File: src/rtl/ist_pkg.sv
// ----------------------------------------------------------------------------
// ist_pkg : shared types and codes for the integer set table
// Operation codes, field widths and the scan status flags.
// ----------------------------------------------------------------------------
`timescale 1ns / 1ps
`default_nettype none

package ist_pkg;

  localparam int unsigned ValueW = 32;
  localparam int unsigned KindW  = 2;
  localparam int unsigned CountW = 5;
  localparam int unsigned OutW   = 8;

  typedef enum logic [KindW-1:0] {
    KIND_ADD    = 2'd0,
    KIND_REMOVE = 2'd1,
    KIND_TEST   = 2'd2,
    KIND_SPARE  = 2'd3
  } kind_t;

  typedef struct packed {
    logic hit;
    logic free;
  } scan_flags_t;

endpackage

`default_nettype wire

File: src/rtl/ist_ram.sv
// ----------------------------------------------------------------------------
// ist_ram : generic simple dual-port RAM
// One write port, one read port, read data registered.
// ----------------------------------------------------------------------------
`timescale 1ns / 1ps
`default_nettype none

module ist_ram #(
  parameter int unsigned WIDTH = 32,
  parameter int unsigned DEPTH = 16
) (
  input  wire                                    clk,
  input  wire                                    we,
  input  wire  [(DEPTH > 1 ? $clog2(DEPTH) : 1)-1:0] waddr,
  input  wire  [WIDTH-1:0]                       wdata,
  input  wire  [(DEPTH > 1 ? $clog2(DEPTH) : 1)-1:0] raddr,
  output logic [WIDTH-1:0]                       rdata
);

  logic [WIDTH-1:0] mem [DEPTH];

  always_ff @(posedge clk) begin
    if (we) begin
      mem[waddr] <= wdata;
    end
    rdata <= mem[raddr];
  end

endmodule

`default_nettype wire

File: src/rtl/ist_scan_unit.sv
// ----------------------------------------------------------------------------
// ist_scan_unit : shared slot comparator
// Compares one slot per beat against the key and keeps the first match
// and the first free slot seen since the last clear.
// ----------------------------------------------------------------------------
`timescale 1ns / 1ps
`default_nettype none

module ist_scan_unit #(
  parameter int unsigned AW = 4
) (
  input  wire                           clk,
  input  wire                           rst_n,
  input  wire                           clear,
  input  wire                           strobe,
  input  wire  [AW-1:0]                 slot_idx,
  input  wire                           slot_valid,
  input  wire  [ist_pkg::ValueW-1:0]    slot_value,
  input  wire  [ist_pkg::ValueW-1:0]    key,
  output ist_pkg::scan_flags_t          flags,
  output logic [AW-1:0]                 hit_idx,
  output logic [AW-1:0]                 free_idx
);

  logic          hit_r, hit_nxt;
  logic          free_r, free_nxt;
  logic [AW-1:0] hit_idx_r, hit_idx_nxt;
  logic [AW-1:0] free_idx_r, free_idx_nxt;
  logic          match;

  assign match = slot_valid && (slot_value == key);

  always_comb begin
    hit_nxt      = hit_r;
    free_nxt     = free_r;
    hit_idx_nxt  = hit_idx_r;
    free_idx_nxt = free_idx_r;
    if (clear) begin
      hit_nxt  = 1'b0;
      free_nxt = 1'b0;
    end else if (strobe) begin
      if (match && !hit_r) begin
        hit_nxt     = 1'b1;
        hit_idx_nxt = slot_idx;
      end
      if (!slot_valid && !free_r) begin
        free_nxt     = 1'b1;
        free_idx_nxt = slot_idx;
      end
    end
  end

  always_ff @(posedge clk) begin
    if (!rst_n) begin
      hit_r  <= 1'b0;
      free_r <= 1'b0;
    end else begin
      hit_r  <= hit_nxt;
      free_r <= free_nxt;
    end
    hit_idx_r  <= hit_idx_nxt;
    free_idx_r <= free_idx_nxt;
  end

  assign flags.hit  = hit_r;
  assign flags.free = free_r;
  assign hit_idx    = hit_idx_r;
  assign free_idx   = free_idx_r;

endmodule

`default_nettype wire

File: src/rtl/integer_set_table.sv
// ----------------------------------------------------------------------------
// integer_set_table : bounded set of signed 32-bit integers
// Add, remove or test one value per input beat; one result beat each.
//
// Input channel: in_tdata carries the value, in_tuser the operation
// (add, remove, test; the spare code acts as a test). Result channel:
// out_tdata carries was_present, member_count, is_empty and overflow.
// Each operation sweeps all CAPACITY slots through one comparator, fed
// by the slot RAM's single read port: an idle state to accept, a scan
// state over every slot, an update state and a deliver state that loads
// the result register, one item at a time.
// in_tready is high only while the block waits for an item; the next item
// may be accepted while the previous result still waits to be taken.
// If the receiver stalls, the finished result holds in the output register
// and the following item stops before delivery until it is taken.
// After reset a clearing pass over all CAPACITY slots zeroes the slot valid
// marks; no item is accepted during it. The set is then empty.
// ----------------------------------------------------------------------------
`timescale 1ns / 1ps
`default_nettype none

module integer_set_table #(
  parameter int unsigned CAPACITY = 16
) (
  input  wire                          clk,
  input  wire                          rst_n,
  input  wire                          in_tvalid,
  output logic                         in_tready,
  input  wire  [ist_pkg::ValueW-1:0]   in_tdata,   // item_value
  input  wire  [ist_pkg::KindW-1:0]    in_tuser,   // kind
  output logic                         out_tvalid,
  input  wire                          out_tready,
  output logic [ist_pkg::OutW-1:0]     out_tdata   // was_present, member_count[4:0],
                                                   // is_empty, overflow
);

  localparam int unsigned AW = (CAPACITY > 1) ? $clog2(CAPACITY) : 1;
  localparam int unsigned CW = $clog2(CAPACITY + 1);

  typedef enum logic [4:0] {
    ST_CLEAR   = 5'b00001,
    ST_IDLE    = 5'b00010,
    ST_SCAN    = 5'b00100,
    ST_UPDATE  = 5'b01000,
    ST_DELIVER = 5'b10000
  } state_t;

  state_t                      state_r, state_nxt;
  logic [CW-1:0]               idx_r, idx_nxt;
  logic                        pend_r, pend_nxt;
  logic [AW-1:0]               pend_idx_r, pend_idx_nxt;
  logic [CW-1:0]               members_r, members_nxt;
  ist_pkg::kind_t              kind_r, kind_nxt;
  logic [ist_pkg::ValueW-1:0]  key_r, key_nxt;
  logic                        hit_r, hit_nxt;
  logic                        ovf_r, ovf_nxt;
  logic                        out_tvalid_r, out_tvalid_nxt;
  logic [ist_pkg::OutW-1:0]    out_tdata_r, out_tdata_nxt;

  logic                        val_we, vld_we, vld_wdata;
  logic [AW-1:0]               waddr, raddr;
  logic [ist_pkg::ValueW-1:0]  rd_value;
  logic                        rd_valid;
  logic                        scan_clear;
  ist_pkg::scan_flags_t        flags;
  logic [AW-1:0]               hit_idx, free_idx;
  logic [CW+4:0]               count_wide;

  assign in_tready = (state_r == ST_IDLE);
  assign raddr     = idx_r[AW-1:0];
  assign count_wide = {5'd0, members_r};

  always_comb begin
    state_nxt      = state_r;
    idx_nxt        = idx_r;
    pend_nxt       = 1'b0;
    pend_idx_nxt   = pend_idx_r;
    members_nxt    = members_r;
    kind_nxt       = kind_r;
    key_nxt        = key_r;
    hit_nxt        = hit_r;
    ovf_nxt        = ovf_r;
    out_tvalid_nxt = out_tvalid_r;
    out_tdata_nxt  = out_tdata_r;
    val_we         = 1'b0;
    vld_we         = 1'b0;
    vld_wdata      = 1'b0;
    waddr          = idx_r[AW-1:0];
    scan_clear     = 1'b0;

    if (out_tvalid_r && out_tready) begin
      out_tvalid_nxt = 1'b0;
    end

    unique case (state_r)
      ST_CLEAR: begin
        vld_we = 1'b1;
        idx_nxt = idx_r + CW'(1);
        if (idx_r[AW-1:0] == AW'(CAPACITY - 1)) begin
          state_nxt = ST_IDLE;
        end
      end
      ST_IDLE: begin
        if (in_tvalid) begin
          kind_nxt   = ist_pkg::kind_t'(in_tuser);
          key_nxt    = in_tdata;
          idx_nxt    = '0;
          scan_clear = 1'b1;
          state_nxt  = ST_SCAN;
        end
      end
      ST_SCAN: begin
        if (idx_r == CW'(CAPACITY)) begin
          state_nxt = ST_UPDATE;
        end else begin
          pend_nxt     = 1'b1;
          pend_idx_nxt = idx_r[AW-1:0];
          idx_nxt      = idx_r + CW'(1);
        end
      end
      ST_UPDATE: begin
        hit_nxt = flags.hit;
        ovf_nxt = 1'b0;
        unique case (kind_r)
          ist_pkg::KIND_ADD: begin
            if (!flags.hit) begin
              if (flags.free && (members_r < CW'(CAPACITY))) begin
                val_we      = 1'b1;
                vld_we      = 1'b1;
                vld_wdata   = 1'b1;
                waddr       = free_idx;
                members_nxt = members_r + CW'(1);
              end else begin
                ovf_nxt = 1'b1;
              end
            end
          end
          ist_pkg::KIND_REMOVE: begin
            if (flags.hit) begin
              vld_we = 1'b1;
              waddr  = hit_idx;
              if (members_r != '0) begin
                members_nxt = members_r - CW'(1);
              end
            end
          end
          default: begin
          end
        endcase
        state_nxt = ST_DELIVER;
      end
      ST_DELIVER: begin
        if (!out_tvalid_r || out_tready) begin
          out_tvalid_nxt = 1'b1;
          out_tdata_nxt  = {ovf_r, (members_r == '0), count_wide[4:0], hit_r};
          state_nxt      = ST_IDLE;
        end
      end
      default: begin
        state_nxt = ST_CLEAR;
      end
    endcase
  end

  always_ff @(posedge clk) begin
    if (!rst_n) begin
      state_r      <= ST_CLEAR;
      idx_r        <= '0;
      pend_r       <= 1'b0;
      members_r    <= '0;
      out_tvalid_r <= 1'b0;
    end else begin
      state_r      <= state_nxt;
      idx_r        <= idx_nxt;
      pend_r       <= pend_nxt;
      members_r    <= members_nxt;
      out_tvalid_r <= out_tvalid_nxt;
    end
    pend_idx_r  <= pend_idx_nxt;
    kind_r      <= kind_nxt;
    key_r       <= key_nxt;
    hit_r       <= hit_nxt;
    ovf_r       <= ovf_nxt;
    out_tdata_r <= out_tdata_nxt;
  end

  assign out_tvalid = out_tvalid_r;
  assign out_tdata  = out_tdata_r;

  ist_ram #(
    .WIDTH (ist_pkg::ValueW),
    .DEPTH (CAPACITY)
  ) u_value_ram (
    .clk   (clk),
    .we    (val_we),
    .waddr (waddr),
    .wdata (key_r),
    .raddr (raddr),
    .rdata (rd_value)
  );

  ist_ram #(
    .WIDTH (1),
    .DEPTH (CAPACITY)
  ) u_valid_ram (
    .clk   (clk),
    .we    (vld_we),
    .waddr (waddr),
    .wdata (vld_wdata),
    .raddr (raddr),
    .rdata (rd_valid)
  );

  ist_scan_unit #(
    .AW (AW)
  ) u_scan (
    .clk        (clk),
    .rst_n      (rst_n),
    .clear      (scan_clear),
    .strobe     (pend_r),
    .slot_idx   (pend_idx_r),
    .slot_valid (rd_valid),
    .slot_value (rd_value),
    .key        (key_r),
    .flags      (flags),
    .hit_idx    (hit_idx),
    .free_idx   (free_idx)
  );

endmodule

`default_nettype wire

File: config.mk
export PLATFORM = sky130hd
export DESIGN_NAME = integer_set_table
export DESIGN_NICKNAME = d
export VERILOG_FILES = /design/src/rtl/ist_pkg.sv /design/src/rtl/ist_ram.sv /design/src/rtl/ist_scan_unit.sv /design/src/rtl/integer_set_table.sv
export SDC_FILE = /design/constraint.sdc
export NUM_CORES = 1
export LEC_CHECK = 0
export BUFFER_PORTS_ARGS = -buffer_cell sky130_fd_sc_hd__buf_2
export CORE_MARGIN = 4
export CORE_UTILIZATION = 29
export CTS_CLUSTER_DIAMETER = 40
export DETAILED_ROUTE_END_ITERATION = 10
export MAX_ROUTING_LAYER = met4
export PLACE_DENSITY = 0.52
export SYNTH_ARGS = -nofsm -noshare
export SYNTH_HDL_FRONTEND = slang
export SYNTH_HIERARCHICAL = 1
export SYNTH_SLANG_ARGS = --single-unit
export TNS_END_PERCENT = 10
File: constraint.sdc
create_clock -name clk -period 8.62 [get_ports clk]
set_input_delay 1.293 -clock clk [delete_from_list [all_inputs] [get_ports clk]]
set_output_delay 1.293 -clock clk [all_outputs]
set_load 0.02 [all_outputs]
==> summary.md <==
| Metric | Value |
|---|---|
| Fraction of registers with async set/reset | 0 |
| Leading cell type in the layout, fill and taps excluded | edfxtp_1 |
| GRT Util Overall | 0.123 |
| Dpl hpwl | 30.7 mm |
| R2R Path End | u_value_ram/mem[5][11] |
| Total Power | 7.35 mW |
| Register Area | 18600 sq um |
| F_max | 0.260 GHz |
| Total congestion overflow | 0 |
| Routed Antenna Nets | 0 |
| Area of the multi-input gates | 5110 sq um |
| End-of-flow core utilization | 0.353 |
| # Max-Cap Violations | 0 |
| Slowest Stage Delay on Critical Path | 970 ps |
| Post-Route WL | 51.6 mm |
| Worst-skew pair later-pin latency | 610 ps |
| FF+latch count, synth | 636 |
| Root buf cell | clkbuf_16 |
| WHS Endpoint | out_tdata[7] |
| CP dominant cell by count | nand3b_1 |
| Nets | 1290 |
| First-pass DRT Iterations | 4 |
| Post-synth cell types | 57 |
| Synth Cell Area | 23800 sq um |
| Number of vias per cell | 4.72 |
| CTS-repair resized insts | 0 |
| Crit-path slowest cell | nor2_4 |
| Area of the die | 86900 sq um |
| Type of origin of the critical path | flip-flop |
| # DRC | 0 |
| Syn Nets | 1179 |
| Clk slew on worst S/H paths | 50 ps |
| Crit. End Element | flip-flop |
| Hold Vio Cnt, Final | 0 |
| Final Max Tran Viols | 0 |
| I/O Pins | 48 |
| Row count | 104 |
| H-tree Lvls | 3 |
| Synthesis Warnings | 6 |
| Post-CTS Hold Buffers | 0 |
| CP arrival | 4060 ps |
| RSZ-0062 raised after global routing | no |
| Status | completed |
| Largest net degree at the start of global routing | 106 |
| Worst Reg2Reg Path Length in Cells | 6 |
| Worst vdd ir | 0.000126 V |
| 1st-iter DRT viols | 812 |
| DR vias | 11262 |
| Clock buffer count from CTS | 90 |
| Critical path required time | 8840 ps |
| Number of global-route vias before repair | 11737 |
| Power Density | 257 nW/um^2 |
| Class of the worst hold path | reg -> reg |
| Kind of critical path | reg -> reg |
| Port-buffer cells | 47 |
| Setup Skew | 20.2 ps |
| Dominant synthesized flop cell | edfxtp_1 |
| Initial antenna violation count | 0 |
| Die width | 295 um |
| Initial Util | 0.295 |
| Share of layout cells above drive strength 1 | 0.294 |
| Rel. slew slack | 0.0337 |
| Longest Clk Path Bufs | 3 |
| Worst path bufs/invs | 0 |
| Commonest cells after routing, fill and taps aside | 584 x edfxtp_1, 128 x mux4_2, 95 x clkbuf_16, 68 x a22oi_1, 51 x nand2_1 |
| DR WL/cell | 21.6 um |
| Setup TNS | 0 ps |
| Setup slack, reg-to-reg | 4780 ps |
| Final Cycle Share | 0.446 |
| Synthesized instance count | 1138 |
| Buffers inserted during post-CTS setup optimization | 0 |
| Filler cells | 7494 |
| Core outline area | 80900 sq um |
| Routability cong. | 0.747 |
| Worst hold start | ovf_r |
| EDFF count, synth | 584 |
| Clock sink count | 636 |
| Cell family with most CP delay | simple AND/OR/NAND/NOR gates |
| Sequential area share after synthesis | 0.779 |
| Hold path cells | 0 |
| Global-route wire length before repair | 76.9 mm |
| Syn Area/Cell | 20.9 sq um |
| R2r startpoint | state_r[0] |
| TritonCTS clock tree | built |
| Crit-path max FO | 32 |
| Area growth syn-to-layout | 19.9% |
| Final setup viols | 0 |
| Die Height | 295 um |
| Crit path time final | 3840 ps |
| Worst Tran Pin Value | 1440 ps |
| Leakage power | 9.01 nW |
| Cell breakdown of the critical path | nor3_2, nand3b_1, or2_0, o22ai_1, nand3b_1, nor2_4 |
-- power by group --
| group | internal, mW | leakage (nW) | switching, mW |
|---|---|---|---|
| Sequential | 3.35 | 5.71 | 0.0239 |
| Clock | 2.32 | 1.51 | 1.38 |
| Combinational | 0.134 | 1.79 | 0.138 |
| Total | 5.81 | 9.01 | 1.54 |
-- layer usage --
metal  GRT usage  wire, um  up-vias
met5           -         0        -
met4      0.0438      1330        0
met3      0.0222      2400       78
met2       0.174     23200      275
met1       0.177     24700     5958
li1            -         -     4951
-- how the worst max path moves through the flow --
stage                        endpoint        from  depth (start not counted)
2_1_floorplan   u_value_ram/mem[0][0]  state_r[0]                          8
3_3_place_gp    u_value_ram/mem[7][9]  state_r[0]                          5
3_5_place_dp   u_value_ram/mem[7][13]  state_r[0]                          5
4_1_cts        u_value_ram/mem[7][11]  state_r[0]                          5
5_1_grt        u_value_ram/mem[5][11]  state_r[0]                          6
6_report       u_value_ram/mem[5][11]  state_r[0]                          6
-- cells by family after synthesis --
| group | Yosys count | share of synthesized area |
|---|---|---|
| XOR/XNOR | 35 | 0.0129 |
| adder cells (fa/ha/maj) | 3 | 0.00157 |
| multiplexers | 137 | 0.127 |
| AO/OA/AOI/OAI | 106 | 0.0321 |
| AND/OR/NAND/NOR | 161 | 0.0347 |
| buffers and inverters | 60 | 0.0120 |
| flip-flops | 636 | 0.779 |
-- state kept, by name, indices dropped and copies added (netlist names) --
| signal | cells |
|---|---|
| u_value_ram/mem | 512 |
| members_r | 5 |
| u_valid_ram/mem | 16 |
| u_scan/hit_idx | 4 |
| key_r | 32 |
| kind_r | 2 |
| state_r | 5 |
| u_valid_ram/rdata | 1 |
| u_scan/free_r | 1 |
| out_tvalid | 1 |
| u_scan/hit_r | 1 |
| pend_idx_r | 4 |
| u_scan/free_idx | 4 |
| out_tdata | 8 |
| pend_r | 1 |
| hit_r | 1 |
| u_value_ram/rdata | 32 |
| idx_r | 5 |
| ovf_r | 1 |
-- per-stage QoR --
step                      instance area (sq um)  instances  hold slack [ps]  worst slack [ps]
after global placement                    25500       2217              421              4700
final                                     28600       2387              424              4780
after detailed placement                  25500       2217              407              4580
after global routing                      28600       2386              441              4590
after CTS                                 28600       2386              424              4550
after floorplan                           23800       1138              400              3930
-- cells in the mapped netlist (10+ instances only) --
cell type  number  area (sq um)
edfxtp_1      584         17500
mux4_2        128          2880
a22oi_1        68           510
dfxtp_1        52          1040
nand2_1        51           191
nor2_1         38           143
xnor2_1        29           254
clkbuf_1       20          75.1
buf_4          11          82.6
nand4_1        11          68.8
buf_1          10          37.5
-- layout make-up --
type | instances | area share
diodes | 1 | 0.0000875
inverters | 9 | 0.00118
clock inverters | 65 | 0.0235
clock buffers | 104 | 0.0851
flip-flops and latches | 636 | 0.650
well taps | 1060 | 0.0464
multi-input cells | 442 | 0.179
repair buffers | 70 | 0.0147
-- worst register-to-register path: cells and delay by family (launching register included) --
family             cells  cell delay, ps
and+or+nand+nor        5            2360
AOI/OAI and AO/OA      1             670
DFF                    1             370
No activity file was read; power rests on OpenSTA's default activity.
